--- src/lcar_pkg.sv ---
// Shared types and constants of the load cell converter reader.
`default_nettype none

package lcar_pkg;

  // Default converter word width, average width and register port width.
  localparam int unsigned DEF_DATA_BITS = 24;
  localparam int unsigned AVG_W         = 24;
  localparam int unsigned ADDR_W        = 4;
  localparam int unsigned PDATA_W       = 32;

  // Register reset values.
  localparam logic [1:0]  RST_GAIN_PULSES = 2'd1;
  localparam logic [7:0]  RST_SAMPLE_CNT  = 8'd10;
  localparam logic [23:0] RST_TIMEOUT     = 24'd600000;

  // A sample count of zero stands for this many conversions.
  localparam logic [7:0]  ZERO_COUNT_SAMPLES = 8'd10;

  // Saturation limits of the signed average.
  localparam logic [AVG_W-1:0] AVG_MIN_MAG = 24'h800000;
  localparam logic [AVG_W-1:0] AVG_MAX_POS = 24'h7FFFFF;

  typedef enum logic [1:0] {
    REG_GAIN_PULSES = 2'd0,
    REG_SAMPLE_CNT  = 2'd1,
    REG_TIMEOUT     = 2'd2
  } reg_idx_e;

  typedef enum logic [2:0] {
    PH_IDLE,
    PH_WAIT,
    PH_BIT_HIGH,
    PH_BIT_LOW,
    PH_GAIN_HIGH,
    PH_GAIN_LOW
  } phase_e;

  typedef enum logic [1:0] {
    SQ_IDLE,
    SQ_PREP,
    SQ_DIV,
    SQ_DONE
  } seq_e;

endpackage

`default_nettype wire

--- src/lcar_in_if.sv ---
// Input channel of the load cell converter reader: one timing tick per item.
`default_nettype none

interface lcar_in_if;
  logic valid;
  logic ready;
  logic start_req;
  logic data_line;

  modport source (output valid, output start_req, output data_line, input ready);
  modport sink   (input valid, input start_req, input data_line, output ready);
endinterface

`default_nettype wire

--- src/lcar_out_if.sv ---
// Result channel of the load cell converter reader: one result per tick.
`default_nettype none

interface lcar_out_if;
  logic                               valid;
  logic                               ready;
  logic                               clock_line;
  logic                               busy_res;
  logic                               done_res;
  logic                               timed_out;
  logic signed [lcar_pkg::AVG_W-1:0]  average;

  modport source (output valid, output clock_line, output busy_res, output done_res,
                  output timed_out, output average, input ready);
  modport sink   (input valid, input clock_line, input busy_res, input done_res,
                  input timed_out, input average, output ready);
endinterface

`default_nettype wire

--- src/load_cell_adc_reader_unit.sv ---
// Top level of the load cell converter reader: bit-bang sequencer and averaging divider.
`default_nettype none

// Each input item is one timing tick of the converter's serial interface; each tick
// yields exactly one result item that carries the clock pin level, the busy flag and
// the done or timeout flags. A start request in idle begins a reading: when the gain
// pulse setting differs from the one used last, one conversion is run and thrown
// away first, then the configured number of conversions (zero means ten) are read,
// each after the data line goes low, as DATA_BITS bits MSB first followed by the gain
// pulses. The words are sign-extended and summed. Almost every tick has its result
// registered as it is taken, and a new tick is taken as soon as the result register
// is free. The tick that completes a reading is the exception: the rounded mean is
// computed by a restoring divider that produces one quotient bit per cycle, and no
// tick is taken while it runs. That tick's result appears after these steps: taking
// the tick, forming the rounded dividend, DATA_BITS + 8 divider steps, and saturating
// and registering the result. The timeout register is read live; gain pulses and
// sample count are latched at the start of a reading. Registers sit at byte addresses
// 0, 4 and 8 of the APB-style port and should be written only while no reading is in
// progress.
module load_cell_adc_reader_unit #(
  parameter int unsigned DATA_BITS = lcar_pkg::DEF_DATA_BITS
) (
  input  wire logic                          clk_i,
  input  wire logic                          rst_ni,
  input  wire logic                          psel,
  input  wire logic                          penable,
  input  wire logic                          pwrite,
  input  wire logic [lcar_pkg::ADDR_W-1:0]   paddr,
  input  wire logic [lcar_pkg::PDATA_W-1:0]  pwdata,
  output logic      [lcar_pkg::PDATA_W-1:0]  prdata,
  output logic                               pready,
  lcar_in_if.sink                            in_if,
  lcar_out_if.source                         out_if
);
  import lcar_pkg::*;

  // The sum must hold 255 words of DATA_BITS bits, so it is eight bits wider.
  localparam int unsigned SUM_W  = DATA_BITS + 8;
  localparam int unsigned BIT_CW = $clog2(DATA_BITS + 1);
  localparam int unsigned DIV_CW = $clog2(SUM_W);
  localparam int unsigned QX_W   = (SUM_W > AVG_W) ? SUM_W : AVG_W + 1;

  // Configuration registers.
  logic [1:0]  gain_q;
  logic [7:0]  scount_q;
  logic [23:0] tmo_q;
  reg_idx_e    reg_idx;
  logic        cfg_wr;

  // Tick state.
  phase_e              phase_q, phase_d;
  logic [BIT_CW-1:0]   bit_q, bit_d;
  logic [DATA_BITS-1:0] shift_q, shift_d;
  logic [SUM_W-1:0]    sum_q, sum_d;
  logic [7:0]          left_q, left_d;
  logic [7:0]          total_q, total_d;
  logic [23:0]         wait_q, wait_d;
  logic [1:0]          last_gain_q, last_gain_d;
  logic [1:0]          pulse_q, pulse_d;
  logic                discard_q, discard_d;

  // Per-tick flags.
  logic                tick_clk, tick_tout, conv_end, fin;
  logic [BIT_CW-1:0]   bit_inc;
  logic [23:0]         wait_inc;
  logic [1:0]          pulse_inc;
  logic [7:0]          left_dec;
  logic [7:0]          start_total;

  // Divider sequencer.
  seq_e                seq_q, seq_d;
  logic [SUM_W-1:0]    div_q, div_d;
  logic [8:0]          rem_q, rem_d;
  logic [DIV_CW-1:0]   cnt_q, cnt_d;
  logic                neg_q, neg_d;
  logic [8:0]          rem_sh;
  logic                q_bit;
  logic [SUM_W-1:0]    half;
  logic [QX_W-1:0]     q_x;
  logic [AVG_W-1:0]    q_sat;
  logic [AVG_W-1:0]    avg_fin;

  // Result register.
  logic                out_valid_q;
  logic                o_clk_q, o_busy_q, o_done_q, o_tout_q;
  logic [AVG_W-1:0]    o_avg_q;

  logic                accept;
  logic                load_tick;
  logic                load_fin;

  // ---------------------------------------------------------------- config port
  assign pready  = 1'b1;
  assign reg_idx = reg_idx_e'(paddr[3:2]);
  assign cfg_wr  = psel & penable & pwrite;

  always_comb begin
    unique case (reg_idx)
      REG_GAIN_PULSES: prdata = PDATA_W'(gain_q);
      REG_SAMPLE_CNT:  prdata = PDATA_W'(scount_q);
      REG_TIMEOUT:     prdata = PDATA_W'(tmo_q);
      default:         prdata = '0;
    endcase
  end

  always_ff @(posedge clk_i or negedge rst_ni) begin
    if (!rst_ni) begin
      gain_q   <= RST_GAIN_PULSES;
      scount_q <= RST_SAMPLE_CNT;
      tmo_q    <= RST_TIMEOUT;
    end else if (cfg_wr) begin
      unique case (reg_idx)
        REG_GAIN_PULSES: gain_q   <= pwdata[1:0];
        REG_SAMPLE_CNT:  scount_q <= pwdata[7:0];
        REG_TIMEOUT:     tmo_q    <= pwdata[23:0];
        default: ;
      endcase
    end
  end

  // ---------------------------------------------------------------- tick datapath
  assign bit_inc     = bit_q + 1'b1;
  assign wait_inc    = wait_q + 24'd1;
  assign pulse_inc   = pulse_q + 2'd1;
  assign left_dec    = left_q - 8'd1;
  assign start_total = (scount_q == 8'd0) ? ZERO_COUNT_SAMPLES : scount_q;

  always_comb begin
    bit_d       = bit_q;
    shift_d     = shift_q;
    sum_d       = sum_q;
    left_d      = left_q;
    total_d     = total_q;
    wait_d      = wait_q;
    last_gain_d = last_gain_q;
    pulse_d     = pulse_q;
    discard_d   = discard_q;
    tick_clk    = 1'b0;
    tick_tout   = 1'b0;
    conv_end    = 1'b0;
    fin         = 1'b0;
    unique case (phase_q)
      PH_IDLE: begin
        if (in_if.start_req) begin
          discard_d   = (gain_q != last_gain_q);
          last_gain_d = gain_q;
          total_d     = start_total;
          left_d      = start_total;
          sum_d       = '0;
          wait_d      = '0;
        end
      end
      PH_WAIT: begin
        if (!in_if.data_line) begin
          bit_d   = '0;
          shift_d = '0;
        end else begin
          wait_d    = wait_inc;
          tick_tout = (wait_inc >= tmo_q);
        end
      end
      PH_BIT_HIGH: tick_clk = 1'b1;
      PH_BIT_LOW: begin
        shift_d = {shift_q[DATA_BITS-2:0], in_if.data_line};
        bit_d   = bit_inc;
        if (bit_inc >= BIT_CW'(DATA_BITS)) begin
          pulse_d  = '0;
          conv_end = (last_gain_q == 2'd0);
        end
      end
      PH_GAIN_HIGH: tick_clk = 1'b1;
      PH_GAIN_LOW: begin
        pulse_d  = pulse_inc;
        conv_end = (pulse_inc == last_gain_q);
      end
      default: ;
    endcase

    if (conv_end) begin
      wait_d = '0;
      if (discard_q) begin
        discard_d = 1'b0;
      end else begin
        sum_d  = sum_q + {{8{shift_d[DATA_BITS-1]}}, shift_d};
        left_d = left_dec;
        fin    = (left_dec == 8'd0);
      end
    end
  end

  // Next phase of the serial interface.
  always_comb begin
    phase_d = phase_q;
    unique case (phase_q)
      PH_IDLE:      if (in_if.start_req) phase_d = PH_WAIT;
      PH_WAIT: begin
        if (!in_if.data_line) phase_d = PH_BIT_HIGH;
        else if (tick_tout)   phase_d = PH_IDLE;
      end
      PH_BIT_HIGH:  phase_d = PH_BIT_LOW;
      PH_BIT_LOW:   phase_d = (bit_inc >= BIT_CW'(DATA_BITS)) ? PH_GAIN_HIGH : PH_BIT_HIGH;
      PH_GAIN_HIGH: phase_d = PH_GAIN_LOW;
      PH_GAIN_LOW:  phase_d = PH_GAIN_HIGH;
      default:      phase_d = PH_IDLE;
    endcase
    if (conv_end) begin
      phase_d = fin ? PH_IDLE : PH_WAIT;
    end
  end

  always_ff @(posedge clk_i or negedge rst_ni) begin
    if (!rst_ni) begin
      phase_q     <= PH_IDLE;
      bit_q       <= '0;
      shift_q     <= '0;
      sum_q       <= '0;
      left_q      <= '0;
      total_q     <= '0;
      wait_q      <= '0;
      last_gain_q <= RST_GAIN_PULSES;
      pulse_q     <= '0;
      discard_q   <= 1'b0;
    end else if (accept) begin
      phase_q     <= phase_d;
      bit_q       <= bit_d;
      shift_q     <= shift_d;
      sum_q       <= sum_d;
      left_q      <= left_d;
      total_q     <= total_d;
      wait_q      <= wait_d;
      last_gain_q <= last_gain_d;
      pulse_q     <= pulse_d;
      discard_q   <= discard_d;
    end
  end

  // ---------------------------------------------------------------- sequencer
  assign accept = in_if.valid & in_if.ready;

  // Next sequencer state.
  always_comb begin
    seq_d = seq_q;
    unique case (seq_q)
      SQ_IDLE: if (accept && fin) seq_d = SQ_PREP;
      SQ_PREP: seq_d = SQ_DIV;
      SQ_DIV:  if (cnt_q == DIV_CW'(SUM_W - 1)) seq_d = SQ_DONE;
      SQ_DONE: seq_d = SQ_IDLE;
      default: seq_d = SQ_IDLE;
    endcase
  end

  // Sequencer outputs.
  always_comb begin
    in_if.ready = 1'b0;
    load_tick   = 1'b0;
    load_fin    = 1'b0;
    unique case (seq_q)
      SQ_IDLE: begin
        in_if.ready = !out_valid_q || out_if.ready;
        load_tick   = accept && !fin;
      end
      SQ_DONE: load_fin = 1'b1;
      default: ;
    endcase
  end

  // Restoring division of the rounded magnitude by the sample total.
  assign half   = SUM_W'(total_q[7:1]);
  assign rem_sh = {rem_q[7:0], div_q[SUM_W-1]};
  assign q_bit  = (rem_sh >= {1'b0, total_q});

  always_comb begin
    div_d = div_q;
    rem_d = rem_q;
    cnt_d = cnt_q;
    neg_d = neg_q;
    unique case (seq_q)
      SQ_PREP: begin
        neg_d = sum_q[SUM_W-1];
        div_d = sum_q[SUM_W-1] ? (~sum_q + half + SUM_W'(1)) : (sum_q + half);
        rem_d = '0;
        cnt_d = '0;
      end
      SQ_DIV: begin
        rem_d = q_bit ? (rem_sh - {1'b0, total_q}) : rem_sh;
        div_d = {div_q[SUM_W-2:0], q_bit};
        cnt_d = cnt_q + 1'b1;
      end
      default: ;
    endcase
  end

  assign q_x     = QX_W'(div_q);
  assign q_sat   = (q_x > QX_W'(AVG_MIN_MAG)) ? AVG_MIN_MAG : q_x[AVG_W-1:0];
  assign avg_fin = neg_q ? (AVG_W'(0) - q_sat)
                         : ((q_sat == AVG_MIN_MAG) ? AVG_MAX_POS : q_sat);

  always_ff @(posedge clk_i or negedge rst_ni) begin
    if (!rst_ni) begin
      seq_q       <= SQ_IDLE;
      out_valid_q <= 1'b0;
    end else begin
      seq_q <= seq_d;
      if (load_tick || load_fin) begin
        out_valid_q <= 1'b1;
      end else if (out_if.ready) begin
        out_valid_q <= 1'b0;
      end
    end
  end

  always_ff @(posedge clk_i) begin
    div_q <= div_d;
    rem_q <= rem_d;
    cnt_q <= cnt_d;
    neg_q <= neg_d;
    if (load_tick) begin
      o_clk_q  <= tick_clk;
      o_busy_q <= (phase_d != PH_IDLE);
      o_done_q <= 1'b0;
      o_tout_q <= tick_tout;
      o_avg_q  <= '0;
    end else if (load_fin) begin
      o_clk_q  <= 1'b0;
      o_busy_q <= 1'b0;
      o_done_q <= 1'b1;
      o_tout_q <= 1'b0;
      o_avg_q  <= avg_fin;
    end
  end

  assign out_if.valid      = out_valid_q;
  assign out_if.clock_line = o_clk_q;
  assign out_if.busy_res   = o_busy_q;
  assign out_if.done_res   = o_done_q;
  assign out_if.timed_out  = o_tout_q;
  assign out_if.average    = o_avg_q;

  // ---------------------------------------------------------------- assertions
  a_ready_only_idle: assert property (@(posedge clk_i) disable iff (!rst_ni)
    in_if.ready |-> (seq_q == SQ_IDLE))
    else $error("input taken while the divider is running");

  a_prep_then_div: assert property (@(posedge clk_i) disable iff (!rst_ni)
    (seq_q == SQ_PREP) |=> (seq_q == SQ_DIV))
    else $error("divider preparation not followed by division");

  a_fin_slot_free: assert property (@(posedge clk_i) disable iff (!rst_ni)
    (seq_q == SQ_DONE) |-> !out_valid_q)
    else $error("final result would overwrite a pending result");

  a_done_not_busy: assert property (@(posedge clk_i) disable iff (!rst_ni)
    (out_if.valid && out_if.done_res) |-> (!out_if.busy_res && !out_if.timed_out))
    else $error("done result flagged busy or timed out");

  a_avg_zero_else: assert property (@(posedge clk_i) disable iff (!rst_ni)
    (out_if.valid && !out_if.done_res) |-> (out_if.average == '0))
    else $error("average nonzero outside a done result");

endmodule

`default_nettype wire
--- src/flat_wrapper.sv ---
// flat-port wrapper written by rule: the top's interface ports become plain ports
module load_cell_adc_reader_unit_flat import lcar_pkg::*;
#(
  parameter int unsigned DATA_BITS = lcar_pkg::DEF_DATA_BITS
)
  (clk_i, rst_ni, psel, penable, pwrite, paddr, pwdata, prdata, pready, in_if_valid, in_if_start_req, in_if_data_line, in_if_ready, out_if_valid, out_if_clock_line, out_if_busy_res, out_if_done_res, out_if_timed_out, out_if_average, out_if_ready);
  lcar_in_if in_if_i ();
  lcar_out_if out_if_i ();
  input  wire logic clk_i;
  input  wire logic rst_ni;
  input  wire logic psel;
  input  wire logic penable;
  input  wire logic pwrite;
  input  wire logic [lcar_pkg::ADDR_W-1:0] paddr;
  input  wire logic [lcar_pkg::PDATA_W-1:0] pwdata;
  output logic      [lcar_pkg::PDATA_W-1:0] prdata;
  output logic pready;
  input wire logic [$bits(in_if_i.valid)-1:0] in_if_valid;
  input wire logic [$bits(in_if_i.start_req)-1:0] in_if_start_req;
  input wire logic [$bits(in_if_i.data_line)-1:0] in_if_data_line;
  output wire logic [$bits(in_if_i.ready)-1:0] in_if_ready;
  output wire logic [$bits(out_if_i.valid)-1:0] out_if_valid;
  output wire logic [$bits(out_if_i.clock_line)-1:0] out_if_clock_line;
  output wire logic [$bits(out_if_i.busy_res)-1:0] out_if_busy_res;
  output wire logic [$bits(out_if_i.done_res)-1:0] out_if_done_res;
  output wire logic [$bits(out_if_i.timed_out)-1:0] out_if_timed_out;
  output wire logic [$bits(out_if_i.average)-1:0] out_if_average;
  input wire logic [$bits(out_if_i.ready)-1:0] out_if_ready;
  assign in_if_i.valid = in_if_valid;
  assign in_if_i.start_req = in_if_start_req;
  assign in_if_i.data_line = in_if_data_line;
  assign in_if_ready = in_if_i.ready;
  assign out_if_valid = out_if_i.valid;
  assign out_if_clock_line = out_if_i.clock_line;
  assign out_if_busy_res = out_if_i.busy_res;
  assign out_if_done_res = out_if_i.done_res;
  assign out_if_timed_out = out_if_i.timed_out;
  assign out_if_average = out_if_i.average;
  assign out_if_i.ready = out_if_ready;
  load_cell_adc_reader_unit #(.DATA_BITS(DATA_BITS)) u_core (.clk_i(clk_i), .rst_ni(rst_ni), .psel(psel), .penable(penable), .pwrite(pwrite), .paddr(paddr), .pwdata(pwdata), .prdata(prdata), .pready(pready), .in_if(in_if_i), .out_if(out_if_i));
endmodule
--- config.mk ---
export PLATFORM = sky130hd
export DESIGN_NAME = load_cell_adc_reader_unit_flat
export DESIGN_NICKNAME = d
export VERILOG_FILES = /design/src/lcar_pkg.sv /design/src/lcar_in_if.sv /design/src/lcar_out_if.sv /design/src/load_cell_adc_reader_unit.sv /design/src/flat_wrapper.sv
export SDC_FILE = /design/constraint.sdc
export NUM_CORES = 1
export LEC_CHECK = 0
export ABC_AREA = 0
export BUFFER_PORTS_ARGS = -buffer_cell sky130_fd_sc_hd__buf_2
export CELL_PAD_IN_SITES_DETAIL_PLACEMENT = 0
export CELL_PAD_IN_SITES_GLOBAL_PLACEMENT = 1
export CORE_ASPECT_RATIO = 1.1
export CORE_MARGIN = 1
export CORE_UTILIZATION = 35
export CTS_BUF_LIST = sky130_fd_sc_hd__clkbuf_4 sky130_fd_sc_hd__clkbuf_8 sky130_fd_sc_hd__clkbuf_16
export DETAILED_ROUTE_END_ITERATION = 10
export PLACE_DENSITY_LB_ADDON = 0.1
export SKIP_LAST_GASP = 1
export SYNTH_ARGS = -nofsm -noshare
export SYNTH_HDL_FRONTEND = slang
export SYNTH_SLANG_ARGS = --single-unit
--- constraint.sdc ---
create_clock -name clk_i -period 8.93 [get_ports clk_i]
set_input_delay 0.893 -clock clk_i [delete_from_list [all_inputs] [get_ports clk_i]]
set_output_delay 0.893 -clock clk_i [all_outputs]
set_load 0.01 [all_outputs]
## After elaboration in Yosys (flattened, before gate mapping)

Cells that the tools add are included.

- Register bits after elaboration: 220
- Bits of input ports: 45
- Logic and storage cells: 149

- $add $sub $neg: 11
- Magnitude comparators: 4
- Equal/unequal tests: 20
- Muxes and demuxes: 58
- Bitwise logic cells: 4
- Reductions and logical operators: 28

Operators with widths:

| cell | number |
|---|---|
| $mux 24 | 7 |
| $mux 32 | 5 |
| $pmux 24 s2 | 2 |
| $pmux 24 s3 | 1 |
| $add 32x7->32 | 2 |
| $pmux 32 s2 | 1 |
| $mux 8 | 6 |
| $add 32x1->32 const B | 1 |
| $add 32x32->32 | 1 |
| $gt 32x24->1 const B | 1 |
| $not 32->32 | 1 |
| $add 24x1->24 const B | 1 |
| $eq 24x24->1 const B | 1 |
| $ge 24x24->1 | 1 |
| $sub 1x24->24 const A | 1 |
| $mux 1 | 20 |
| $pmux 5 s2 | 2 |
| $pmux 3 s6 | 1 |
| $logic_not 8->1 | 2 |
| $pmux 8 s2 | 1 |
| $mux 3 | 5 |
| $add 5x1->5 const B | 2 |
| $reduce_bool 2->1 | 5 |
| $ge 9x8->1 | 1 |
| other kinds (31) | 54 |

## Depth between registers and ports, before layout

Gate-level depths: netlist of the first run.

- Depth after elaboration: 10
- Depth in mapped cells: 17

## Least setup slack after synthesis of the first run

OpenSTA, ideal clock, no wires.

- Path type: input port to flip-flop
- From: input port in_if_data_line
- To: register u_core.sum_q[29]
- Library setup time: 0.124 ns
- Arrival time: 3.585 ns
- Data required time: 8.806 ns
- Setup slack: 5.221 ns
- Stages on the path: 14
- Path buffers: 2
- Cells stage by stage: inv_1 > o21ai_1 > clkbuf_1 > a22o_1 > ha_1 > clkbuf_1 > a21o_1 > a2111o_1 > a21oi_1 > o41ai_2 > a221oi_1 > nor3b_1 > o31ai_1 > nand2_1

- Cells in the longest elaborated chain, start to end: 5

Ends and longest elaborated chain:

| what | line | text |
|---|---|---|
| from (decl) | flat_wrapper.sv:20 | `input wire logic [$bits(in_if_i.data_line)-1:0] in_if_data_line;` |
| $mux 24 | load_cell_adc_reader_unit.sv:154 | `if (!in_if.data_line) begin` |
| $pmux 24 s2 | load_cell_adc_reader_unit.sv:142 | `unique case (phase_q)` |
| named net u_core.shift_d[10] | load_cell_adc_reader_unit.sv:53 | `logic [DATA_BITS-1:0] shift_q, shift_d;` |
| $add 32x32->32 | load_cell_adc_reader_unit.sv:184 | `sum_d = sum_q + {{8{shift_d[DATA_BITS-1]}}, shift_d};` |
| $mux 32 | load_cell_adc_reader_unit.sv:181 | `if (discard_q) begin` |
| $mux 32 | load_cell_adc_reader_unit.sv:179 | `if (conv_end) begin` |
| to (signal assigned) | load_cell_adc_reader_unit.sv:227 | `sum_q <= sum_d;` |
| to (decl) | load_cell_adc_reader_unit.sv:54 | `logic [SUM_W-1:0] sum_q, sum_d;` |

The timed path passes the listed nets, and every way through them passes these cells.
A chain may end at the register's enable or synchronous reset.

## Final worst setup path of the first run

- From: register u_core.phase_q[0]
- To: register u_core.sum_q[31]

- Cells in the longest elaborated chain, start to end: 5

Ends and longest elaborated chain:

| what | line | text |
|---|---|---|
| from (decl) | load_cell_adc_reader_unit.sv:51 | `phase_e phase_q, phase_d;` |
| from (signal assigned) | load_cell_adc_reader_unit.sv:224 | `phase_q <= phase_d;` |
| $eq 3x2->1 / $eq 3x1->1 (equally long branches) | load_cell_adc_reader_unit.sv:142 |  |
| $pmux 24 s2 * | load_cell_adc_reader_unit.sv:142 |  |
| named net u_core.shift_d[23] | load_cell_adc_reader_unit.sv:53 |  |
| $add 32x32->32 * | load_cell_adc_reader_unit.sv:184 |  |
| $mux 32 * | load_cell_adc_reader_unit.sv:181 |  |
| $mux 32 * | load_cell_adc_reader_unit.sv:179 |  |

Mark *: on every way through the listed nets, which the timed path passes. The rest lies on a longest branch.

==> impl_results.md, run 1 <==
* Outcome: complete, no violations
* Post-synthesis cell count at about 1600
* Hold slack at 0.358 ns
* Crit path required time at 9.37 ns
* Least-Margin Pin Slew at about 1.2 ns
* #FFs+latches synth at 220
* Clk buf depth at 3
* Final Cell Area at 0.0162 mm^2
* Hold Crit Class: input port to asynchronous set/reset pin
* Synth top cells by count: nand2_1 (199), o21ai_0 (169), dfrtp_1 (134)
* Post-detailed-route via-to-cell ratio at 5.31
* Non-Filler Instances at 2214
* Tmin final at 4.59 ns
* Leakage power at 7.08 nW
* CTS Hold Buffers Added at 0
* First-pass GRT wire length at about 64 mm
* Drt drc at 0
* Max Slew Vio Count at 0
* Initial antenna violation count at 2
* Fin crit share at roughly 51%
* Layout net count at 1815
* Slew headroom at 19.0%
* Post-CTS setup buffers at 0
* Synth Warn # at 0
* CP endpoint kind: flop
* Sequential area share after synthesis at 39.1%
* FILL cells at 4095
* Initial DRC count at 673
* TritonCTS clock tree: built
* R2R cell count at 15
* Clock transition at path regs at 0.06 ns
* Vias at 11800
* Routed wire per std cell at 17.5 um
* Die Y at 215 um
* Drt pass-1 iters at 5
* Final setup fails at 0
* Fmax at 218 MHz
* Total Power at 2.85 mW
* DP HPWL at about 29 mm
* Maximum vdd drop at 0.125 mV
* Synth top area share at 23.2%
* Area of the die at roughly 0.042 mm^2
* Most common cell in the synthesized netlist: nand2_1
* Inst Count DP at 2160
* Most used DFF post-synth: dfrtp_1
* Arr. time, crit path at 5.03 ns
* Antenna Nets Post-Route at 0
* Area Growth Syn to Fin at 12.4%
* FP Rows at 77
* Total grt overflow at 0
* Worst-skew pair later-pin latency at 0.57 ns
* I/O Buffers at 88
* FF-to-FF Start: u_core.phase_q[0]
* Maxcap violations at 0
* Number of enable flip-flop cells after synthesis at slightly below 50
* Synthesized area at about 0.014 mm^2
* Synth area leader: dfrtp_1
* Starting Density at 35.7%
* Worst setup SP type: flop
* Root Driver: clkbuf_16
* Ports at 108
* Global placement routability congestion at 0.850
* Power density cells at 176 mW/mm^2
* Async set-reset flop share out of synthesis at roughly two thirds
* Gr usage total at between 10% and 20%
* Vias in the first global route at 11500
* Worst R2R Setup Slack at between 4 and 5 ns
* Num CTS Buffers at 28
* Layout cells sized above 1 at 13.8%
* Largest net degree at the start of global routing at 85
* Max FO, Critical Path at 18
* Crit Path Category: flop to flop
* Die width at 196 um
* Netlist cell types at 79
* H-tree levels at 1
* Mean post-synth cell area at 8.90 um^2
* Setup Total Neg Slack at 0 ns
* Detailed Route WL at 38.8 mm
* Clock Sinks at 220
* Resize count post-CTS at 0
* Worst Skew at approximately 0.021 ns
* Core area at 0.0405 mm^2
* Ranking of synthesized cells by area: dfrtp_1 (23%), edfxtp_1 (10%), ha_1 (7.7%)
* Post-DP Area at around 0.015 mm^2
* RSZ-0062 raised after global routing: false
* Final Hold Fails at 0
* Reg-to-reg endpoint: u_core.sum_q[31]
==> area by class of cell <==
cell class | count | area [um^2] | share of cell area, %
clock inverters | 13 | 103 | 0.632
multi-input cells | 1257 | 8210 | 50.6
well taps | 513 | 642 | 3.95
flip-flops and latches | 220 | 5640 | 34.7
inverters | 67 | 251 | 1.55
repair buffers | 103 | 559 | 3.45
clock buffers | 39 | 826 | 5.09
diodes | 2 | 5.00 | 0.0308
==> how the worst max path moves through the flow <==
stage / startpoint / cells after the start / slack (ns) / endpoint
finish: u_core.phase_q[0] / 15 / 4.34 / u_core.sum_q[31]
global route: u_core.phase_q[0] / 15 / 3.80 / u_core.sum_q[31]
CTS: u_core.phase_q[0] / 15 / 4.33 / u_core.sum_q[31]
detailed placement: in_if_data_line / 15 / 4.37 / u_core.sum_q[31]
global placement: in_if_data_line / 15 / 4.37 / u_core.sum_q[31]
floorplan: in_if_data_line / 14 / 5.22 / u_core.sum_q[29]
==> worst max-delay path, stage by stage (launching register included) <==
cell and delay, ns:
dfrtp_1 0.49, inv_1 0.23, nor2_1 0.12, and2_1 0.30
buf_4 0.24, a22oi_1 0.49, inv_1 0.34, ha_1 0.48
nand4_1 0.29, inv_1 0.14, a21oi_1 0.07, o21ai_0 0.47
mux2i_1 0.16, a211oi_1 0.26, a31oi_1 0.06, o31a_1 0.32
==> cells in the final DEF (no fill, tap or decap), drive strengths merged, types with 7 or more instances in the layout <==
cell      n
a211oi    8
a21o     27
a21oi    90
a22o     59
a22oi     9
a31oi    15
a32oi     7
and2     28
and3     12
buf     103
clkbuf   39
clkinv   11
conb      9
dfrtp   134
dfstp    12
dfxtp    25
edfxtp   49
ha       89
inv      68
mux2     31
mux2i    15
nand2   199
nand2b   15
nand3    35
nand4    23
nor2    129
nor2b    13
nor3     35
nor4      9
o21a     10
o21ai   174
o22ai     9
o31ai    14
or2      10
or3      11
or4       8
xnor2    50
xor2     44
==> logic make-up after synthesis <==
kind of cell,share of synthesized area [%]
simple gates,17.5
flops,39.1
fa+ha+maj,8.27
mux,3.46
other cells,0.0520
compound gates,21.5
buf+inv,4.47
xor+xnor,5.70
==> per-layer routing <==
metal	GRT usage [%]	routed length, um
met1	27.6	20100
met2	28.5	16900
met3	1.98	1120
met4	5.03	700
met5	0	0
==> report_power, final <==
| group | total, mW | internal, mW | switching [mW] |
|---|---|---|---|
| Combinational | 0.522 | 0.218 | 0.305 |
| Sequential | 1.20 | 1.11 | 0.0865 |
| Clock | 1.13 | 0.674 | 0.458 |
==> registers in the layout, summed over array words and instances, names as in the netlist, 5 cells and up <==
register / count
u_core.bit_q: 5
u_core.out_if.average: 24
u_core.sum_q: 32
u_core.total_q: 8
u_core.left_q: 8
u_core.cnt_q: 5
u_core.shift_q: 24
u_core.div_q: 32
u_core.scount_q: 8
u_core.wait_q: 24
u_core.tmo_q: 24
u_core.rem_q: 8
==> per-stage QoR <==
step,util (%),setup slack (ns)
finish,40.1,4.34
global route,40.1,3.80
CTS,40.1,4.33
detailed placement,37.8,4.37
global placement,37.8,4.37
floorplan,-,5.22
Note: power is estimated with default switching activity, not from simulation.
==> run 2, diff against run 1 <==
Clock period 8.93 ns to 3.9 ns, I/O delays scaled along.
==> run 2 against run 1 <==
Count of clock-buffer cells in the layout stayed put. Maximum frequency is 26% higher. Routed wire length is 2.7% higher. Utilization is 0.74 points higher. Non-clock buffer count is 36 higher. Register-to-register slack worse by 4.1 ns. Sequential power is 130% higher. Worst setup slack worse by 4.1 ns. Combinational power is 140% higher. Clock skew is 0.00083 ns higher. Critical path depth stayed put. Sequential share of layout area is 0.63 points lower. Critical endpoint is now u_core.sum_q[30]. Largest cell class unchanged.
==> impl_results.md, run 2 (same netlist as run 1, synthesis figures left out) <==
* Area of the die at 0.0421 mm^2 (unchanged)
* Worst R2R Setup Slack at 0.26 ns (was 4.34 ns)
* Commonest non-fill, non-tap cell in the layout: nand2_1 (unchanged)
* I/O Buffers at 88 (unchanged)
* Max FO, Critical Path at 16 (was 18)
* Core area at 0.0405 mm^2 (unchanged)
* Clock Sinks at 220 (unchanged)
* Most frequent cells in the layout: nand2_1 (199), o21ai_0 (168), dfrtp_1 (134) (unchanged)
* FILL cells at 4122 (was 4095)
* Crit Path Category: flop to flop (unchanged)
* Maximum vdd drop at 0.304 mV (was 0.125 mV)
* Least-Margin Pin Slew at 1.08 ns (was 1.21 ns)
* Initial antenna violation count at 1 (was 2)
* Power density cells at 399 mW/mm^2 (was 176 mW/mm^2)
* Die width at 196 um (unchanged)
* Worst Skew at 0.0213 ns (was 0.0205 ns)
* Max Slew Vio Count at 0 (unchanged)
* Routed wire per std cell at 17.7 um (was 17.5 um)
* Final setup fails at 0 (unchanged)
* First-pass GRT wire length at 64.4 mm (was 63.5 mm)
* Ports at 108 (unchanged)
* Util after Layout at 40.9% (was 40.1%)
* Inst Count DP at 2194 (was 2160)
* FP Rows at 77 (unchanged)
* TritonCTS clock tree: built (unchanged)
* Non-Filler Instances at 2247 (was 2214)
* Crit path required time at 4.33 ns (was 9.37 ns)
* Hold Crit Class: input port to flop (was input port to asynchronous set/reset pin)
* Post-CTS setup buffers at 0 (unchanged)
* Post-DP Area at 0.0156 mm^2 (was 0.0153 mm^2)
* Final Cell Area at 0.0165 mm^2 (was 0.0162 mm^2)
* Maxcap violations at 0 (unchanged)
* Final Hold Fails at 0 (unchanged)
* Slew headroom at 28.0% (was 19.0%)
* Fmax at 274 MHz (was 218 MHz)
* CP endpoint kind: flop (unchanged)
* DP HPWL at 29.7 mm (was 28.7 mm)
* Gr usage total at 19.0% (was 18.6%)
* Initial DRC count at 605 (was 673)
* Total grt overflow at 0 (unchanged)
* Starting Density at 35.7% (unchanged)
* Worst setup SP type: flop (unchanged)
* Clock transition at path regs at 0.06 ns (about the same)
* Root Driver: clkbuf_16 (unchanged)
* Antenna Nets Post-Route at 0 (unchanged)
* Tmin final at 3.64 ns (was 4.59 ns)
* Top Registers: u_core.div_q (32), u_core.sum_q (32) (unchanged)
* Arr. time, crit path at 4.08 ns (was 5.03 ns)
* RSZ-0062 raised after global routing: true (was false)
* Global placement routability congestion at 0.867 (was 0.850)
* Post-detailed-route via-to-cell ratio at 5.29 (was 5.31)
* Die Y at 215 um (unchanged)
* Vias at 11900 (was 11800)
* Outcome: complete, no violations (unchanged)
* Area Growth Syn to Fin at 14.5% (was 12.4%)
* Layout cells sized above 1 at 15.7% (was 13.8%)
* Fin crit share at 93.4% (was 51.4%)
* H-tree levels at 1 (unchanged)
* Worst-skew pair later-pin latency at 0.56 ns (was 0.57 ns)
* Drt drc at 0 (unchanged)
* Leakage power at 7.24 nW (was 7.08 nW)
* Drt pass-1 iters at 5 (unchanged)
* Num CTS Buffers at 27 (was 28)
* Layout net count at 1850 (was 1815)
* Largest net degree at the start of global routing at 74 (was 85)
* Detailed Route WL at 39.8 mm (was 38.8 mm)
* Clk buf depth at 3 (unchanged)
* Vias in the first global route at 11600 (was 11500)
run 2: cell count changes in the layout (fill, tap and decap cells not counted), moves of 2 or more:
cell / delta
buf_4: +34
clkinv_2: -4
dlygate4sd3_1: +2
inv_6: +2
run 2: critical path, stage by stage (launching register included):
cell,delay [ns]
dfrtp_1,0.38
inv_1,0.09
nor2_1,0.07
and2_1,0.20
buf_4,0.20
a22o_1,0.28
fa_1,0.46
a211oi_1,0.22
nor2_1,0.11
o31a_1,0.33
a311o_1,0.38
o211ai_4,0.24
o211ai_1,0.12
a31oi_1,0.22
xor2_1,0.15
o21ai_0,0.08
run 2: layout make-up:
class                           instances  area, um^2  share of cell area, %
Timing Repair Buffer                  139         835                   5.05
Clock inverter                         11         115                  0.696
Tap cell                              513         642                   3.88
Multi-Input combinational cell       1257        8240                   49.8
Antenna cell                            1        2.50                 0.0151
Clock buffer                           39         808                   4.89
Sequential cell                       220        5640                   34.1
Inverter                               67         251                   1.52
run 2: layer usage:
| layer | routed length (um) | global-route usage [%] | vias up | part of all wire (%) |
|---|---|---|---|---|
| li1 | - | - | 6027 | - |
| met1 | 19900 | 27.4 | 5659 | 50 |
| met2 | 17800 | 30.1 | 164 | 45 |
| met3 | 1320 | 2.65 | 33 | 3.3 |
| met4 | 751 | 4.17 | 0 | 1.9 |
| met5 | 0 | 0 | - | 0 |
run 2: final timing paths:
| path | to | from | cells after the start |
|---|---|---|---|
| setup / recovery | u_core.sum_q[30] | u_core.phase_q[0] | 15 |
| hold / removal | u_core.tmo_q[20] | pwdata[20] | 3 |
| setup reg to reg | u_core.sum_q[30] | u_core.phase_q[0] | 15 |
| hold reg to reg | u_core.out_if.average[22] | u_core.out_if.average[22] | 2 |
| max in group asynchronous | u_core.last_gain_q[0] | rst_ni | 3 |
| min in group asynchronous | u_core.wait_q[20] | rst_ni | 2 |
run 2: where the power goes:
part	leakage [nW]	internal [mW]	total [mW]	switching, mW
combinational	4.21	0.523	1.23	0.711
clock	0.467	1.57	2.62	1.04
sequential	2.56	2.55	2.74	0.194
run 2: repair_timing:
action	CTS	global route
hold buffers	2	0
resized for setup	0	6
setup endpoints to repair	0	6
endpoints found under the hold margin	60	0
run 2: stage by stage:
stage	hold slack, ns	setup TNS (ns)	setup WS [ns]	power, mW
finish	0.0327	0	0.256	6.59
global route	0.0223	-0.0259	-0.0259	6.97
global placement	0.445	0	0.0622	4.00
CTS	0.00306	0	0.135	6.70
detailed placement	0.453	-0.000523	-0.000523	4.02
floorplan	0.0944	0	0.357	3.61
==> run 3, diff against run 2 <==
Settings changed: CTS_BUF_LIST sky130_fd_sc_hd__clkbuf_4 sky130_fd_sc_hd__clkbuf_8 sky130_fd_sc_hd__clkbuf_16 to sky130_fd_sc_hd__clkbuf_4.
Clock period 3.9 ns to 4.7 ns, I/O delays scaled along.
==> run 3 against run 2 <==
Die area unchanged. Combinational power decreased by 17%. Via count increased by 3.2%. Sequential cell count unchanged. Clock skew increased by 0.032 ns. Routed wire length decreased by 0.81%. Sequential power decreased by 17%. First-iteration DRC count decreased by 2.0%. Cell count increased by 3.4%. Clock power decreased by 24%. Maximum frequency decreased by 9.1%.
==> impl_results.md, run 3 (same netlist as run 1, synthesis figures left out) <==
* Non-Filler Instances at 2323 (was 2247)
* Routed wire per std cell at 17.0 um (was 17.7 um)
* Commonest non-fill, non-tap cell in the layout: nand2_1 (unchanged)
* Largest net degree at the start of global routing at 70 (was 74)
* Layout net count at 1895 (was 1850)
* Fmax at 249 MHz (was 274 MHz)
* Starting Density at 35.7% (unchanged)
* Antenna Nets Post-Route at 0 (unchanged)
* Vias in the first global route at 11800 (was 11600)
* Gr usage total at 19.0% (about the same)
* Crit Path Category: flop to flop (unchanged)
* Final Hold Fails at 0 (unchanged)
* Post-detailed-route via-to-cell ratio at 5.28 (was 5.29)
* First-pass GRT wire length at 64.1 mm (was 64.4 mm)
* Most frequent cells in the layout: nand2_1 (199), o21ai_0 (168), dfrtp_1 (134) (unchanged)
* Maximum vdd drop at 0.143 mV (was 0.304 mV)
* Global placement routability congestion at 0.860 (was 0.867)
* RSZ-0062 raised after global routing: false (was true)
* Wire length on met3 at 1.60 mm (was 1.32 mm)
* CP endpoint kind: flop (unchanged)
* Slew headroom at 29.8% (was 28.0%)
* Worst-skew pair later-pin latency at 0.73 ns (was 0.56 ns)
* Clock transition at path regs at 0.07 ns (was 0.06 ns)
* Leakage power at 7.31 nW (was 7.24 nW)
* Area of the die at 0.0421 mm^2 (unchanged)
* Root Driver: clkbuf_4 (was clkbuf_16)
* Drt drc at 0 (unchanged)
* Crit path required time at 5.31 ns (was 4.33 ns)
* Outcome: complete, no violations (unchanged)
* Final setup fails at 0 (unchanged)
* Detailed Route WL at 39.5 mm (was 39.8 mm)
* Initial DRC count at 593 (was 605)
* WL met2 at 17.4 mm (was 17.8 mm)
* Arr. time, crit path at 4.62 ns (was 4.08 ns)
* Inst Count DP at 2173 (was 2194)
* Core area at 0.0405 mm^2 (unchanged)
* Total Power at 5.30 mW (was 6.59 mW)
* Max FO, Critical Path at 17 (was 16)
* FP Rows at 77 (unchanged)
* Area Growth Syn to Fin at 14.7% (was 14.5%)
* Clk buf depth at 3 (unchanged)
* Pre-CTS WS at 0.639 ns (was -0.000523 ns)
* R2R cell count at 14 (was 15)
* Max Slew Vio Count at 0 (unchanged)
* DP HPWL at 28.9 mm (was 29.7 mm)
* Hold Crit Class: input port to flop (unchanged)
* Drt pass-1 iters at 5 (unchanged)
* Layout cells sized above 1 at 16.7% (was 15.7%)
* Die width at 196 um (unchanged)
* Power density cells at 320 mW/mm^2 (was 399 mW/mm^2)
* I/O Buffers at 88 (unchanged)
* Hold Path Depth at 3 (unchanged)
* H-tree levels at 3 (was 1)
* Worst setup SP type: flop (unchanged)
* Tmin final at 4.01 ns (was 3.64 ns)
* Highest Signal Layer: met4 (unchanged)
* TritonCTS clock tree: built (unchanged)
* Ports at 108 (unchanged)
* Num CTS Buffers at 69 (was 27)
* Maxcap violations at 0 (unchanged)
* Clock Sinks at 220 (unchanged)
* Least-Margin Pin Slew at 1.05 ns (was 1.08 ns)
* M1 wire length at 19.7 mm (was 19.9 mm)
* Top Registers: u_core.div_q (32), u_core.sum_q (32) (unchanged)
* Setup Total Neg Slack at 0 ns (unchanged)
* Initial antenna violation count at 2 (was 1)
* Util after Layout at 40.9% (about the same)
* Total grt overflow at 0 (unchanged)
* Die Y at 215 um (unchanged)
* PnR worst setup slack at 0.690 ns (was 0.256 ns)
* Vias at 12300 (was 11900)
* Worst Skew at 0.0534 ns (was 0.0213 ns)
* Fin crit share at 85.3% (was 93.4%)
* Resize count post-CTS at 0 (unchanged)
==> run 3: cell types whose count changed in the layout (fill, tap and decap cells not counted), sizes merged <==
cell and change:
clkinvlp -1, buf -21, clkinv +10, dlygate4sd3 +24, clkbuf +64
==> run 3: cell type report <==
| class | instances | area (um^2) |
|---|---|---|
| timing repair buffer | 142 | 917 |
| antenna | 1 | 2.50 |
| tap | 513 | 642 |
| inverter | 67 | 251 |
| fill | 4142 | 23900 |
| multi-input combinational | 1257 | 8210 |
| sequential | 220 | 5640 |
| clock inverter | 20 | 128 |
| clock buffer | 103 | 773 |
==> run 3: worst paths after layout <==
path / end / start / slack (ns)
min in group asynchronous: u_core.wait_q[8] / rst_ni / 0.32
worst min-delay path: u_core.scount_q[7] / paddr[3] / 0.21
worst min register to register: u_core.out_if.done_res / u_core.out_if.done_res / 0.46
worst max-delay path: u_core.sum_q[29] / u_core.phase_q[0] / 0.69
max in group asynchronous: u_core.shift_q[6] / rst_ni / 3.31
worst max register to register: u_core.sum_q[29] / u_core.phase_q[0] / 0.69
==> run 3: where the power goes <==
group | internal (mW) | switching, mW | leakage, nW
clock | 1.11 | 0.898 | 0.536
sequential | 2.11 | 0.160 | 2.56
combinational | 0.433 | 0.586 | 4.21
total | 3.65 | 1.64 | 7.31
==> run 3: repair_timing <==
action,4_1_cts,5_1_grt
hold buffers,26,0
buffers inserted,0,0
endpoints found under the hold margin,96,0
==> run 3: metal layers <==
metal	global-route usage, %	vias up
li1	-	6169
met1	27.2	5823
met2	28.4	218
met3	3.50	59
met4	7.08	0
met5	0	-
==> run 3: stage by stage <==
step                instance area (um^2)  hold WS, ns
detailed placement                 15400        0.451
global placement                   15400        0.441
finish                             16600        0.206
floorplan                          14500        0.174
CTS                                16600        0.105
global route                       16600        0.161
==> run 3: worst max-delay path: stages (launching register included) <==
cell	delay, ns
dfrtp_1	0.34
inv_1	0.10
nor2_1	0.24
and2_1	0.56
a22o_1	0.25
ha_1	0.28
a21oi_1	0.21
o21ai_1	0.13
a2111o_1	0.40
a21oi_1	0.26
o41ai_2	0.22
a221oi_1	0.45
nor3b_1	0.10
o31ai_1	0.25
nand2_1	0.07
